[config.mk]
export PLATFORM = sky130hd
export DESIGN_NAME = smf_track_event_parser_flat
export DESIGN_NICKNAME = d
export VERILOG_FILES = /design/src/rtl/smf_pkg.sv /design/src/rtl/smf_in_if.sv /design/src/rtl/smf_cfg_if.sv /design/src/rtl/smf_out_if.sv /design/src/rtl/smf_front.sv /design/src/rtl/smf_queue.sv /design/src/rtl/smf_back.sv /design/src/rtl/smf_track_event_parser.sv /design/src/flat_wrapper.sv
export VERILOG_INCLUDE_DIRS = /design/src /design/src/rtl
export SDC_FILE = /design/constraint.sdc
export NUM_CORES = 1
export LEC_CHECK = 0
export BUFFER_PORTS_ARGS = -buffer_cell sky130_fd_sc_hd__buf_2
export CORE_MARGIN = 2
export CORE_UTILIZATION = 30
export CTS_BUF_LIST = sky130_fd_sc_hd__clkbuf_16
export DETAILED_ROUTE_END_ITERATION = 8
export GPL_TIMING_DRIVEN = 0
export HOLD_SLACK_MARGIN = 0.08
export MAX_ROUTING_LAYER = met4
export PLACE_DENSITY = 0.54
export SLEW_MARGIN = 10
export SYNTH_ARGS = -nofsm -noshare
export SYNTH_HDL_FRONTEND = slang
export SYNTH_HIERARCHICAL = 1
export SYNTH_SLANG_ARGS = --single-unit
[constraint.sdc]
create_clock -name clk_i -period 7.8 [get_ports clk_i]
set_clock_uncertainty 0.05 [all_clocks]
set_input_delay 1.95 -clock clk_i [delete_from_list [all_inputs] [get_ports clk_i]]
set_output_delay 1.95 -clock clk_i [all_outputs]
set_load 0.1 [all_outputs]
[src/rtl/smf_track_event_parser_assert.svh]
// Assertion helpers for the track event parser
`ifndef SMF_TRACK_EVENT_PARSER_ASSERT_SVH
`define SMF_TRACK_EVENT_PARSER_ASSERT_SVH

// same-cycle implication
`define SMF_ASSERT_IMPL(label, clk, rst_n, ante, cons) \
  label: assert property (@(posedge clk) disable iff (!rst_n) (ante) |-> (cons)) \
    else $error("smf assertion failed");

// next-cycle implication
`define SMF_ASSERT_NEXT(label, clk, rst_n, ante, cons) \
  label: assert property (@(posedge clk) disable iff (!rst_n) (ante) |=> (cons)) \
    else $error("smf assertion failed");

`endif

[src/rtl/smf_pkg.sv]
package smf_pkg;

  typedef enum logic [1:0] {
    KIND_HEADER  = 2'd0,
    KIND_PAYLOAD = 2'd1,
    KIND_END     = 2'd2,
    KIND_ERROR   = 2'd3
  } kind_e;

  typedef enum logic [2:0] {
    ERR_NONE           = 3'd0,
    ERR_TRUNCATED      = 3'd1,
    ERR_OVERLONG       = 3'd2,
    ERR_NO_RUNNING     = 3'd3,
    ERR_INVALID_STATUS = 3'd4
  } err_e;

  localparam logic [7:0] STATUS_META      = 8'hFF;
  localparam logic [7:0] STATUS_SYSEX     = 8'hF0;
  localparam logic [7:0] STATUS_SYSEX_ESC = 8'hF7;
  localparam logic [3:0] NIBBLE_SYSTEM    = 4'hF;
  localparam logic [3:0] NIBBLE_PROGRAM   = 4'hC;
  localparam logic [3:0] NIBBLE_PRESSURE  = 4'hD;

  localparam int unsigned VLQ_MAX     = 4;
  localparam int unsigned QUEUE_DEPTH = 4;

  // one accepted byte: an optional event/payload result, then an optional end or error result
  typedef struct packed {
    logic        has_first;
    kind_e       first_kind;
    logic [7:0]  status;
    logic [7:0]  meta;
    logic [27:0] length;
    logic [7:0]  param_first;
    logic [7:0]  param_second;
    logic [7:0]  payload;
    logic        last;
    logic        has_tail;
    kind_e       tail_kind;
    err_e        err;
    logic [31:0] tick;
  } entry_t;

  typedef struct packed {
    logic [1:0]  kind;
    logic [31:0] abs_tick;
    logic [7:0]  event_status;
    logic [7:0]  meta_kind;
    logic [27:0] payload_length;
    logic [7:0]  param_first;
    logic [7:0]  param_second;
    logic [7:0]  payload_byte;
    logic        event_last;
    logic [2:0]  error_code;
  } result_t;

  // program change and channel pressure carry one data byte
  function automatic logic one_data_byte(input logic [7:0] status);
    return (status[7:4] == NIBBLE_PROGRAM) || (status[7:4] == NIBBLE_PRESSURE);
  endfunction

endpackage

[src/rtl/smf_in_if.sv]
interface smf_in_if;
  logic       valid;
  logic       ready;
  logic       cmd;
  logic [7:0] chunk_byte;

  modport source (output valid, output cmd, output chunk_byte, input ready);
  modport sink (input valid, input cmd, input chunk_byte, output ready);
endinterface

[src/rtl/smf_cfg_if.sv]
interface smf_cfg_if;
  logic        valid;
  logic        ready;
  logic [31:0] track_length;

  modport source (output valid, output track_length, input ready);
  modport sink (input valid, input track_length, output ready);
endinterface

[src/rtl/smf_out_if.sv]
interface smf_out_if;
  logic        valid;
  logic        ready;
  logic [1:0]  kind;
  logic [31:0] abs_tick;
  logic [7:0]  event_status;
  logic [7:0]  meta_kind;
  logic [27:0] payload_length;
  logic [7:0]  param_first;
  logic [7:0]  param_second;
  logic [7:0]  payload_byte;
  logic        event_last;
  logic [2:0]  error_code;

  modport source (
    output valid, output kind, output abs_tick, output event_status, output meta_kind,
    output payload_length, output param_first, output param_second, output payload_byte,
    output event_last, output error_code, input ready
  );
  modport sink (
    input valid, input kind, input abs_tick, input event_status, input meta_kind,
    input payload_length, input param_first, input param_second, input payload_byte,
    input event_last, input error_code, output ready
  );
endinterface

[src/rtl/smf_front.sv]
module smf_front (
  input  logic            clk_i,
  input  logic            rst_ni,
  input  logic            cfg_valid_i,
  input  logic [31:0]     cfg_data_i,
  input  logic            in_valid_i,
  output logic            in_ready_o,
  input  logic            in_cmd_i,
  input  logic [7:0]      in_byte_i,
  input  logic            full_i,
  output logic            push_o,
  output smf_pkg::entry_t entry_o
);
  import smf_pkg::*;

  localparam logic [2:0] PH_DELTA    = 3'd0;
  localparam logic [2:0] PH_STATUS   = 3'd1;
  localparam logic [2:0] PH_METATYPE = 3'd2;
  localparam logic [2:0] PH_LEN      = 3'd3;
  localparam logic [2:0] PH_PARAM1   = 3'd4;
  localparam logic [2:0] PH_PARAM2   = 3'd5;
  localparam logic [2:0] PH_PAYLOAD  = 3'd6;

  logic [2:0]  phase_q, phase_d;
  logic [27:0] vlq_q, vlq_d;
  logic [2:0]  vlq_cnt_q, vlq_cnt_d;
  logic [31:0] tick_q, tick_d;
  logic [7:0]  run_q, run_d;
  logic [7:0]  cur_q, cur_d;
  logic [7:0]  meta_q, meta_d;
  logic [27:0] left_q, left_d;
  logic [31:0] taken_q, taken_d;
  logic [7:0]  held_q, held_d;
  logic        fin_q, fin_d;
  logic [31:0] tl_q, tl_d;
  logic [31:0] rem_q, rem_d;   // bytes still in the chunk before the next byte

  logic        accept;
  logic [27:0] vlq_new;
  logic        overlong;
  logic        last_byte;
  logic        done;
  logic        end_ev;
  logic        fail;
  err_e        fail_code;
  logic [7:0]  st;
  logic        running;
  logic [32:0] rem_diff;
  entry_t      ent;

  assign accept     = in_valid_i && !full_i;
  assign in_ready_o = !full_i;
  assign vlq_new    = {vlq_q[20:0], in_byte_i[6:0]};
  assign overlong   = in_byte_i[7] && (vlq_cnt_q == 3'(VLQ_MAX - 1));
  assign last_byte  = rem_q <= 32'd1;
  assign running    = !in_byte_i[7];
  assign st         = running ? run_q : in_byte_i;

  always_comb begin
    phase_d   = phase_q;
    vlq_d     = vlq_q;
    vlq_cnt_d = vlq_cnt_q;
    tick_d    = tick_q;
    run_d     = run_q;
    cur_d     = cur_q;
    meta_d    = meta_q;
    left_d    = left_q;
    taken_d   = taken_q;
    held_d    = held_q;
    fin_d     = fin_q;
    tl_d      = tl_q;
    done      = 1'b0;
    end_ev    = 1'b0;
    fail      = 1'b0;
    fail_code = ERR_NONE;
    ent            = '0;
    ent.first_kind = KIND_HEADER;
    ent.tail_kind  = KIND_END;
    ent.err        = ERR_NONE;

    if (cfg_valid_i) begin
      tl_d = cfg_data_i;
    end

    if (accept) begin
      if (in_cmd_i) begin
        phase_d   = PH_DELTA;
        vlq_d     = '0;
        vlq_cnt_d = '0;
        tick_d    = '0;
        run_d     = '0;
        cur_d     = '0;
        meta_d    = '0;
        left_d    = '0;
        taken_d   = '0;
        held_d    = '0;
        fin_d     = (tl_q == '0);
        ent.has_tail = (tl_q == '0);
      end else if (!fin_q) begin
        taken_d = taken_q + 32'd1;
        unique case (phase_q)
          PH_DELTA: begin
            vlq_d     = vlq_new;
            vlq_cnt_d = vlq_cnt_q + 3'd1;
            if (overlong) begin
              fail = 1'b1; fail_code = ERR_OVERLONG; done = 1'b1;
            end else if (!in_byte_i[7]) begin
              tick_d    = tick_q + {4'd0, vlq_new};
              vlq_d     = '0;
              vlq_cnt_d = '0;
              phase_d   = PH_STATUS;
            end
          end
          PH_STATUS: begin
            if (!running) begin
              run_d = (in_byte_i[7:4] != NIBBLE_SYSTEM) ? in_byte_i : 8'd0;
            end
            if (running && run_q == 8'd0) begin
              fail = 1'b1; fail_code = ERR_NO_RUNNING; done = 1'b1;
            end else begin
              cur_d  = st;
              meta_d = '0;
              if (st == STATUS_META) begin
                phase_d = PH_METATYPE;
              end else if (st == STATUS_SYSEX || st == STATUS_SYSEX_ESC) begin
                vlq_d     = '0;
                vlq_cnt_d = '0;
                phase_d   = PH_LEN;
              end else if (st[7:4] == NIBBLE_SYSTEM) begin
                fail = 1'b1; fail_code = ERR_INVALID_STATUS; done = 1'b1;
              end else if (!running) begin
                if (one_data_byte(st) ? last_byte : (rem_q <= 32'd2)) begin
                  fail = 1'b1; fail_code = ERR_TRUNCATED; done = 1'b1;
                end else begin
                  phase_d = PH_PARAM1;
                end
              end else if (!one_data_byte(st) && last_byte) begin
                fail = 1'b1; fail_code = ERR_TRUNCATED; done = 1'b1;
              end else begin
                held_d = in_byte_i;
                if (one_data_byte(st)) begin
                  ent.has_first   = 1'b1;
                  ent.status      = st;
                  ent.length      = 28'd1;
                  ent.param_first = in_byte_i;
                  ent.last        = 1'b1;
                  end_ev          = 1'b1;
                  done            = 1'b1;
                end else begin
                  phase_d = PH_PARAM2;
                end
              end
            end
          end
          PH_METATYPE: begin
            meta_d    = in_byte_i;
            vlq_d     = '0;
            vlq_cnt_d = '0;
            phase_d   = PH_LEN;
          end
          PH_LEN: begin
            vlq_d     = vlq_new;
            vlq_cnt_d = vlq_cnt_q + 3'd1;
            if (overlong) begin
              fail = 1'b1; fail_code = ERR_OVERLONG; done = 1'b1;
            end else if (!in_byte_i[7]) begin
              vlq_d     = '0;
              vlq_cnt_d = '0;
              // declared length beyond what follows this byte
              if ((vlq_new != '0) && ({4'd0, vlq_new} >= rem_q)) begin
                fail = 1'b1; fail_code = ERR_TRUNCATED; done = 1'b1;
              end else begin
                ent.has_first = 1'b1;
                ent.status    = cur_q;
                ent.meta      = (cur_q == STATUS_META) ? meta_q : 8'd0;
                ent.length    = vlq_new;
                ent.last      = (vlq_new == '0);
                if (vlq_new == '0) begin
                  end_ev = 1'b1;
                  done   = 1'b1;
                end else begin
                  left_d  = vlq_new;
                  phase_d = PH_PAYLOAD;
                end
              end
            end
          end
          PH_PARAM1: begin
            held_d = in_byte_i;
            if (one_data_byte(cur_q)) begin
              ent.has_first   = 1'b1;
              ent.status      = cur_q;
              ent.length      = 28'd1;
              ent.param_first = in_byte_i;
              ent.last        = 1'b1;
              end_ev          = 1'b1;
              done            = 1'b1;
            end else begin
              phase_d = PH_PARAM2;
            end
          end
          PH_PARAM2: begin
            ent.has_first    = 1'b1;
            ent.status       = cur_q;
            ent.length       = 28'd2;
            ent.param_first  = held_q;
            ent.param_second = in_byte_i;
            ent.last         = 1'b1;
            end_ev           = 1'b1;
            done             = 1'b1;
          end
          PH_PAYLOAD: begin
            left_d         = left_q - 28'd1;
            ent.has_first  = 1'b1;
            ent.first_kind = KIND_PAYLOAD;
            ent.status     = cur_q;
            ent.meta       = (cur_q == STATUS_META) ? meta_q : 8'd0;
            ent.payload    = in_byte_i;
            ent.last       = (left_d == '0);
            if (left_d == '0) begin
              end_ev = 1'b1;
              done   = 1'b1;
            end
          end
          default: begin
            phase_d = PH_DELTA;
          end
        endcase

        if (!done && last_byte) begin
          fail      = 1'b1;
          fail_code = ERR_TRUNCATED;
        end
        if (end_ev) begin
          phase_d   = PH_DELTA;
          vlq_d     = '0;
          vlq_cnt_d = '0;
          if (last_byte) begin
            fin_d         = 1'b1;
            ent.has_tail  = 1'b1;
            ent.tail_kind = KIND_END;
          end
        end
        if (fail) begin
          fin_d         = 1'b1;
          ent.has_tail  = 1'b1;
          ent.tail_kind = KIND_ERROR;
          ent.err       = fail_code;
        end
      end
    end

    ent.tick = tick_d;
  end

  // remaining count kept registered so the per-byte checks are plain compares
  assign rem_diff = {1'b0, tl_d} - {1'b0, taken_d};
  assign rem_d    = rem_diff[32] ? 32'd0 : rem_diff[31:0];

  assign push_o  = accept && (ent.has_first || ent.has_tail);
  assign entry_o = ent;

  always_ff @(posedge clk_i or negedge rst_ni) begin
    if (!rst_ni) begin
      phase_q   <= PH_DELTA;
      vlq_q     <= '0;
      vlq_cnt_q <= '0;
      tick_q    <= '0;
      run_q     <= '0;
      cur_q     <= '0;
      meta_q    <= '0;
      left_q    <= '0;
      taken_q   <= '0;
      held_q    <= '0;
      fin_q     <= 1'b1;
      tl_q      <= '0;
      rem_q     <= '0;
    end else begin
      phase_q   <= phase_d;
      vlq_q     <= vlq_d;
      vlq_cnt_q <= vlq_cnt_d;
      tick_q    <= tick_d;
      run_q     <= run_d;
      cur_q     <= cur_d;
      meta_q    <= meta_d;
      left_q    <= left_d;
      taken_q   <= taken_d;
      held_q    <= held_d;
      fin_q     <= fin_d;
      tl_q      <= tl_d;
      rem_q     <= rem_d;
    end
  end

endmodule

[src/rtl/smf_queue.sv]
module smf_queue (
  input  logic            clk_i,
  input  logic            rst_ni,
  input  logic            push_i,
  input  smf_pkg::entry_t entry_i,
  input  logic            pop_i,
  output smf_pkg::entry_t head_o,
  output logic            empty_o,
  output logic            full_o
);
  import smf_pkg::*;

  localparam int unsigned PTR_W = (QUEUE_DEPTH > 1) ? $clog2(QUEUE_DEPTH) : 1;
  localparam int unsigned CNT_W = $clog2(QUEUE_DEPTH + 1);

  entry_t             slots_q [QUEUE_DEPTH];
  logic [PTR_W-1:0]   wr_q, wr_d;
  logic [PTR_W-1:0]   rd_q, rd_d;
  logic [CNT_W-1:0]   cnt_q, cnt_d;

  function automatic logic [PTR_W-1:0] ptr_inc(input logic [PTR_W-1:0] p);
    return (p == PTR_W'(QUEUE_DEPTH - 1)) ? '0 : p + 1'b1;
  endfunction

  assign empty_o = (cnt_q == '0);
  assign full_o  = (cnt_q == CNT_W'(QUEUE_DEPTH));
  assign head_o  = slots_q[rd_q];

  always_comb begin
    wr_d  = push_i ? ptr_inc(wr_q) : wr_q;
    rd_d  = pop_i ? ptr_inc(rd_q) : rd_q;
    cnt_d = cnt_q;
    if (push_i && !pop_i) begin
      cnt_d = cnt_q + 1'b1;
    end else if (pop_i && !push_i) begin
      cnt_d = cnt_q - 1'b1;
    end
  end

  always_ff @(posedge clk_i) begin
    if (push_i) begin
      slots_q[wr_q] <= entry_i;
    end
  end

  always_ff @(posedge clk_i or negedge rst_ni) begin
    if (!rst_ni) begin
      wr_q  <= '0;
      rd_q  <= '0;
      cnt_q <= '0;
    end else begin
      wr_q  <= wr_d;
      rd_q  <= rd_d;
      cnt_q <= cnt_d;
    end
  end

endmodule

[src/rtl/smf_back.sv]
module smf_back (
  input  logic             clk_i,
  input  logic             rst_ni,
  input  logic             empty_i,
  input  smf_pkg::entry_t  head_i,
  output logic             pop_o,
  output logic             out_valid_o,
  input  logic             out_ready_i,
  output smf_pkg::result_t result_o
);
  import smf_pkg::*;

  logic    sub_q, sub_d;   // first result of the head entry already transferred
  logic    tail_now;
  logic    fire;
  result_t res;

  assign tail_now    = sub_q || !head_i.has_first;
  assign out_valid_o = !empty_i;
  assign fire        = out_valid_o && out_ready_i;
  assign pop_o       = fire && (tail_now || !head_i.has_tail);

  always_comb begin
    res          = '0;
    res.abs_tick = head_i.tick;
    if (tail_now) begin
      res.kind       = head_i.tail_kind;
      res.error_code = head_i.err;
    end else begin
      res.kind           = head_i.first_kind;
      res.event_status   = head_i.status;
      res.meta_kind      = head_i.meta;
      res.payload_length = head_i.length;
      res.param_first    = head_i.param_first;
      res.param_second   = head_i.param_second;
      res.payload_byte   = head_i.payload;
      res.event_last     = head_i.last;
    end
  end

  assign result_o = res;

  always_comb begin
    sub_d = sub_q;
    if (fire) begin
      sub_d = !pop_o;
    end
  end

  always_ff @(posedge clk_i or negedge rst_ni) begin
    if (!rst_ni) begin
      sub_q <= 1'b0;
    end else begin
      sub_q <= sub_d;
    end
  end

endmodule

[src/rtl/smf_track_event_parser.sv]
// A result is registered in the result queue and presented from its head once earlier results are out.
// Throughput: one byte per cycle while the result queue is not full; the byte parser settles each byte combinationally.
// A byte with two results (result plus track end or error) presents them in turn from one queue entry; the
// four-entry result queue absorbs this until it fills and input ready drops.
// Reset: queue empty, track length 0, track finished; bytes are ignored until a restart.
`include "smf_track_event_parser_assert.svh"

module smf_track_event_parser (
  input logic       clk_i,
  input logic       rst_ni,
  smf_in_if.sink    in_i,
  smf_cfg_if.sink   cfg_i,
  smf_out_if.source out_o
);
  import smf_pkg::*;

  logic    push;
  logic    pop;
  logic    empty;
  logic    full;
  entry_t  push_entry;
  entry_t  head;
  result_t res;

  assign cfg_i.ready = 1'b1;

  smf_front u_front (
    .clk_i       (clk_i),
    .rst_ni      (rst_ni),
    .cfg_valid_i (cfg_i.valid),
    .cfg_data_i  (cfg_i.track_length),
    .in_valid_i  (in_i.valid),
    .in_ready_o  (in_i.ready),
    .in_cmd_i    (in_i.cmd),
    .in_byte_i   (in_i.chunk_byte),
    .full_i      (full),
    .push_o      (push),
    .entry_o     (push_entry)
  );

  smf_queue u_queue (
    .clk_i   (clk_i),
    .rst_ni  (rst_ni),
    .push_i  (push),
    .entry_i (push_entry),
    .pop_i   (pop),
    .head_o  (head),
    .empty_o (empty),
    .full_o  (full)
  );

  smf_back u_back (
    .clk_i       (clk_i),
    .rst_ni      (rst_ni),
    .empty_i     (empty),
    .head_i      (head),
    .pop_o       (pop),
    .out_valid_o (out_o.valid),
    .out_ready_i (out_o.ready),
    .result_o    (res)
  );

  assign out_o.kind           = res.kind;
  assign out_o.abs_tick       = res.abs_tick;
  assign out_o.event_status   = res.event_status;
  assign out_o.meta_kind      = res.meta_kind;
  assign out_o.payload_length = res.payload_length;
  assign out_o.param_first    = res.param_first;
  assign out_o.param_second   = res.param_second;
  assign out_o.payload_byte   = res.payload_byte;
  assign out_o.event_last     = res.event_last;
  assign out_o.error_code     = res.error_code;

  `SMF_ASSERT_IMPL(a_error_has_code, clk_i, rst_ni, out_o.valid && out_o.kind == KIND_ERROR, out_o.error_code != ERR_NONE)
  `SMF_ASSERT_IMPL(a_code_only_on_error, clk_i, rst_ni, out_o.valid && out_o.kind != KIND_ERROR, out_o.error_code == ERR_NONE)
  `SMF_ASSERT_IMPL(a_end_not_last, clk_i, rst_ni, out_o.valid && (out_o.kind == KIND_END || out_o.kind == KIND_ERROR), !out_o.event_last)
  `SMF_ASSERT_IMPL(a_stall_means_pending, clk_i, rst_ni, !in_i.ready, out_o.valid)
  `SMF_ASSERT_NEXT(a_held_result_stays, clk_i, rst_ni, out_o.valid && !out_o.ready, out_o.valid && $stable(out_o.abs_tick))

endmodule

[src/flat_wrapper.sv]
// flat-port wrapper written by rule: the top's interface ports become plain ports
module smf_track_event_parser_flat import smf_pkg::*;
  (clk_i, rst_ni, in_i_valid, in_i_cmd, in_i_chunk_byte, in_i_ready, cfg_i_valid, cfg_i_track_length, cfg_i_ready, out_o_valid, out_o_kind, out_o_abs_tick, out_o_event_status, out_o_meta_kind, out_o_payload_length, out_o_param_first, out_o_param_second, out_o_payload_byte, out_o_event_last, out_o_error_code, out_o_ready);
  smf_in_if in_i_i ();
  smf_cfg_if cfg_i_i ();
  smf_out_if out_o_i ();
  input logic clk_i;
  input logic rst_ni;
  input wire logic [$bits(in_i_i.valid)-1:0] in_i_valid;
  input wire logic [$bits(in_i_i.cmd)-1:0] in_i_cmd;
  input wire logic [$bits(in_i_i.chunk_byte)-1:0] in_i_chunk_byte;
  output wire logic [$bits(in_i_i.ready)-1:0] in_i_ready;
  input wire logic [$bits(cfg_i_i.valid)-1:0] cfg_i_valid;
  input wire logic [$bits(cfg_i_i.track_length)-1:0] cfg_i_track_length;
  output wire logic [$bits(cfg_i_i.ready)-1:0] cfg_i_ready;
  output wire logic [$bits(out_o_i.valid)-1:0] out_o_valid;
  output wire logic [$bits(out_o_i.kind)-1:0] out_o_kind;
  output wire logic [$bits(out_o_i.abs_tick)-1:0] out_o_abs_tick;
  output wire logic [$bits(out_o_i.event_status)-1:0] out_o_event_status;
  output wire logic [$bits(out_o_i.meta_kind)-1:0] out_o_meta_kind;
  output wire logic [$bits(out_o_i.payload_length)-1:0] out_o_payload_length;
  output wire logic [$bits(out_o_i.param_first)-1:0] out_o_param_first;
  output wire logic [$bits(out_o_i.param_second)-1:0] out_o_param_second;
  output wire logic [$bits(out_o_i.payload_byte)-1:0] out_o_payload_byte;
  output wire logic [$bits(out_o_i.event_last)-1:0] out_o_event_last;
  output wire logic [$bits(out_o_i.error_code)-1:0] out_o_error_code;
  input wire logic [$bits(out_o_i.ready)-1:0] out_o_ready;
  assign in_i_i.valid = in_i_valid;
  assign in_i_i.cmd = in_i_cmd;
  assign in_i_i.chunk_byte = in_i_chunk_byte;
  assign in_i_ready = in_i_i.ready;
  assign cfg_i_i.valid = cfg_i_valid;
  assign cfg_i_i.track_length = cfg_i_track_length;
  assign cfg_i_ready = cfg_i_i.ready;
  assign out_o_valid = out_o_i.valid;
  assign out_o_kind = out_o_i.kind;
  assign out_o_abs_tick = out_o_i.abs_tick;
  assign out_o_event_status = out_o_i.event_status;
  assign out_o_meta_kind = out_o_i.meta_kind;
  assign out_o_payload_length = out_o_i.payload_length;
  assign out_o_param_first = out_o_i.param_first;
  assign out_o_param_second = out_o_i.param_second;
  assign out_o_payload_byte = out_o_i.payload_byte;
  assign out_o_event_last = out_o_i.event_last;
  assign out_o_error_code = out_o_i.error_code;
  assign out_o_i.ready = out_o_ready;
  smf_track_event_parser u_core (.clk_i(clk_i), .rst_ni(rst_ni), .in_i(in_i_i), .cfg_i(cfg_i_i), .out_o(out_o_i));
endmodule
==> run metrics <==
first-pass iteration count of the detailed router 5; crit end category flop; crit start category input pin; reg2reg start u_core/u_queue/cnt_q[2]; die area 0.109 mm^2; reg2reg path depth 18; H-tree levels 3; Inst Count DP 4028; gr usage total 0.163; Die W 331 um; sequential cell area fraction in the yosys report 0.587; # IOs 155; final slew viol count 0; Crit path max-delay family simple AND/OR/NAND/NOR gates; worst-margin pin slew 1.10 ns; Peak VDD IR 229 uV; Hold Path Class flop to flop; GP Congestion 0.926; Max FO, Critical Path 10; residual DRC count 0; prevailing post-synth register cell edfxtp_1; core area 0.106 mm^2; later-pin clock latency in the skew report 0.64 ns; share of cells above drive strength 1 0.200; Fmax achieved 135 MHz; crit path from in_i_valid; fill cell count 10300; row count 119; synthesis-stage register bit count 664; Leakage 14.9 nW; wire length per cell 20.7 um; commonest non-fill, non-tap cell in the layout edfxtp_1; CTS clk-pin slew, worst paths 0.06 ns; CTS tree done; Die Height 331 um; Buffers & Inverters on Critical Path 3; hold depth 2; crit-path max cell delay 0.84 ns; Post-CTS Resized 0; DR vias 20900; Crit-path slowest cell a221oi_1; hold_buf cts 0; power per standard cell area 320 mW/mm^2; Period minus WS final 7.40 ns; synthesized area 0.0320 mm^2; FF-to-FF End u_core/u_front/rem_q[10]; fin worst setup slack 0.404 ns; Syn Area/Cell 12.9 um^2; worst path cell trace buf_2 -> nand2b_1 -> nor2_1 -> and4_1 -> nor3b_1 -> nand2b_1 -> nor2_1 -> nand2_1 -> xor2_1 -> or2_2 -> ha_1 -> clkbuf_1 -> and3_1 -> a221o_1 -> a221o_1 -> a221oi_1 -> clkbuf_1 -> a311oi_1; CTS Buffer Depth 3; CP arrival 7.81 ns; multi-input logic area 0.0120 mm^2; Async S/R FF share, synth 0.337; Slew HR 0.260; Finished Layout Cells 4170; post-CTS setup buffer count 0; DR iter-0 viols 1800; vias in the first global route 20700; Worst EP required 8.21 ns; status complete, no violations; Routed Antenna Nets 0; Yosys cell types 89; critical path class input pin to flop; R2R setup slack 1.18 ns; first-pass GRT wire length 131000 um; Final setup viols 0; Starting Density 0.303; initial antenna violation count 10; EDFF count, synth 440; PortBufs 151; most frequent cells in the layout edfxtp_1, dfrtp_1, nand2_1, nor2_1, buf_2; largest net degree at the start of global routing 97; endpoints failing hold 0; period utilization 0.948; pre-CTS WS -0.195 ns; via-per-instance ratio 5.00; DPL Wire Length 60600 um; CTS Sinks 664; worst setup path end u_core/u_front/rem_q[10]; TritonCTS Buffers 75; FF+latch area 0.0188 mm^2; Mapped Nets 2623; GR Overflow Total 0; RSZ-0062 raised after global routing false; Root Buffer clkbuf_16; Area Growth Syn to Fin 16.3%; Levels on crit path 18; Layout Nets 2862; total wire length 86300 um; Max-cap violations 0; YS warnings 6; cells after synthesis 2475
how the worst min path moves through the flow:
stage	from	end	slack (ns)
CTS	u_core/u_front/held_q[1]	u_core/u_front/held_q[1]	0.44
floorplan	u_core/u_front/held_q[7]	u_core/u_front/held_q[7]	0.39
global placement	u_core/u_front/held_q[1]	u_core/u_front/held_q[1]	0.42
detailed placement	u_core/u_front/held_q[1]	u_core/u_front/held_q[1]	0.42
finish	u_core/u_front/held_q[0]	u_core/u_front/held_q[0]	0.44
global route	u_core/u_front/held_q[2]	u_core/u_front/held_q[2]	0.46
synth_stat cells, types with 39 or more instances:
cell type | n | area [um^2]
o21ai_0 | 133 | 666
clkbuf_1 | 69 | 259
nor3_1 | 54 | 270
xor2_1 | 46 | 403
inv_1 | 82 | 308
dfrtp_1 | 223 | 5580
ha_1 | 99 | 1240
nand3_1 | 39 | 195
nor2_1 | 167 | 627
mux4_2 | 110 | 2480
nand2_1 | 186 | 698
a21oi_1 | 97 | 485
edfxtp_1 | 440 | 13200
and2_1 | 113 | 707
state kept, by name, summed over array words and instances (netlist names):
| name | flops |
|---|---|
| u_core/u_back/sub_q | 1 |
| u_core/u_front/tick_q | 32 |
| u_core/u_front/cur_q | 8 |
| u_core/u_front/phase_q | 3 |
| u_core/u_queue/cnt_q | 3 |
| u_core/u_queue/rd_q | 2 |
| u_core/u_front/left_q | 28 |
| u_core/u_front/tl_q | 32 |
| u_core/u_front/run_q | 8 |
| u_core/u_front/rem_q | 32 |
| u_core/u_front/vlq_q | 21 |
| u_core/u_front/meta_q | 8 |
| u_core/u_queue/slots_q | 440 |
| u_core/u_front/held_q | 8 |
| u_core/u_front/taken_q | 32 |
| u_core/u_front/fin_q | 1 |
| u_core/u_front/vlq_cnt_q | 3 |
| u_core/u_queue/wr_q | 2 |
cell type report:
cell class                      count  area share
Sequential cell                   664       0.505
Multi-Input combinational cell   1578       0.321
Clock buffer                       78      0.0524
Tap cell                         1391      0.0467
Timing Repair Buffer              162      0.0281
Buffer                            150      0.0255
Clock inverter                     58      0.0123
Inverter                           83     0.00836
Antenna cell                        6    0.000403
cells by family (layout without fill, tap and decap cells):
logic type,count (synthesis),count (layout),synth area share
simple gates,783,783,0.126
flops,664,664,0.587
compound gates,448,448,0.0887
buf+inv,233,531,0.0394
mux,159,159,0.0944
fa+ha+maj,102,102,0.0405
xor+xnor,83,83,0.0227
other cells,3,9,0.000352
worst min-delay path: stages, from the launching register on:
cell and delay [ns]:
dfrtp_1 0.34, nand2_1 0.05, o21ai_0 0.06
stage by stage:
step | hold slack, ns | area [um^2] | TNS, ns | power [mW] | util
3_5_place_dp | 0.423 | 34800 | -1.54 | 8.59 | 0.330
3_3_place_gp | 0.415 | 34500 | -1470.41 | 8.58 | 0.327
4_1_cts | 0.437 | 37300 | 0 | 12.1 | 0.353
6_report | 0.436 | 37300 | 0 | 11.9 | 0.353
5_1_grt | 0.463 | 37300 | 0 | 12.5 | 0.353
2_1_floorplan | 0.394 | 32000 | 0 | 7.54 | -
report_power, final:
part	leakage, nW	switching [mW]	total (mW)	internal, mW
clock	1.22	1.47	3.46	1.99
combinational	6.14	2.88	4.23	1.35
sequential	7.58	0.224	4.24	4.02
total	14.9	4.57	11.9	7.37
metal layers:
layer | up-vias | share of wire | global-route usage | wire (um)
met3 | 124 | 0.050 | 0.0284 | 4320
met5 | - | 0 | - | 0
met1 | 10500 | 0.45 | 0.218 | 39000
met2 | 529 | 0.48 | 0.259 | 41200
met4 | 0 | 0.020 | 0.0381 | 1750
li1 | 9747 | - | - | -
Power figures use the tool's default switching activity.
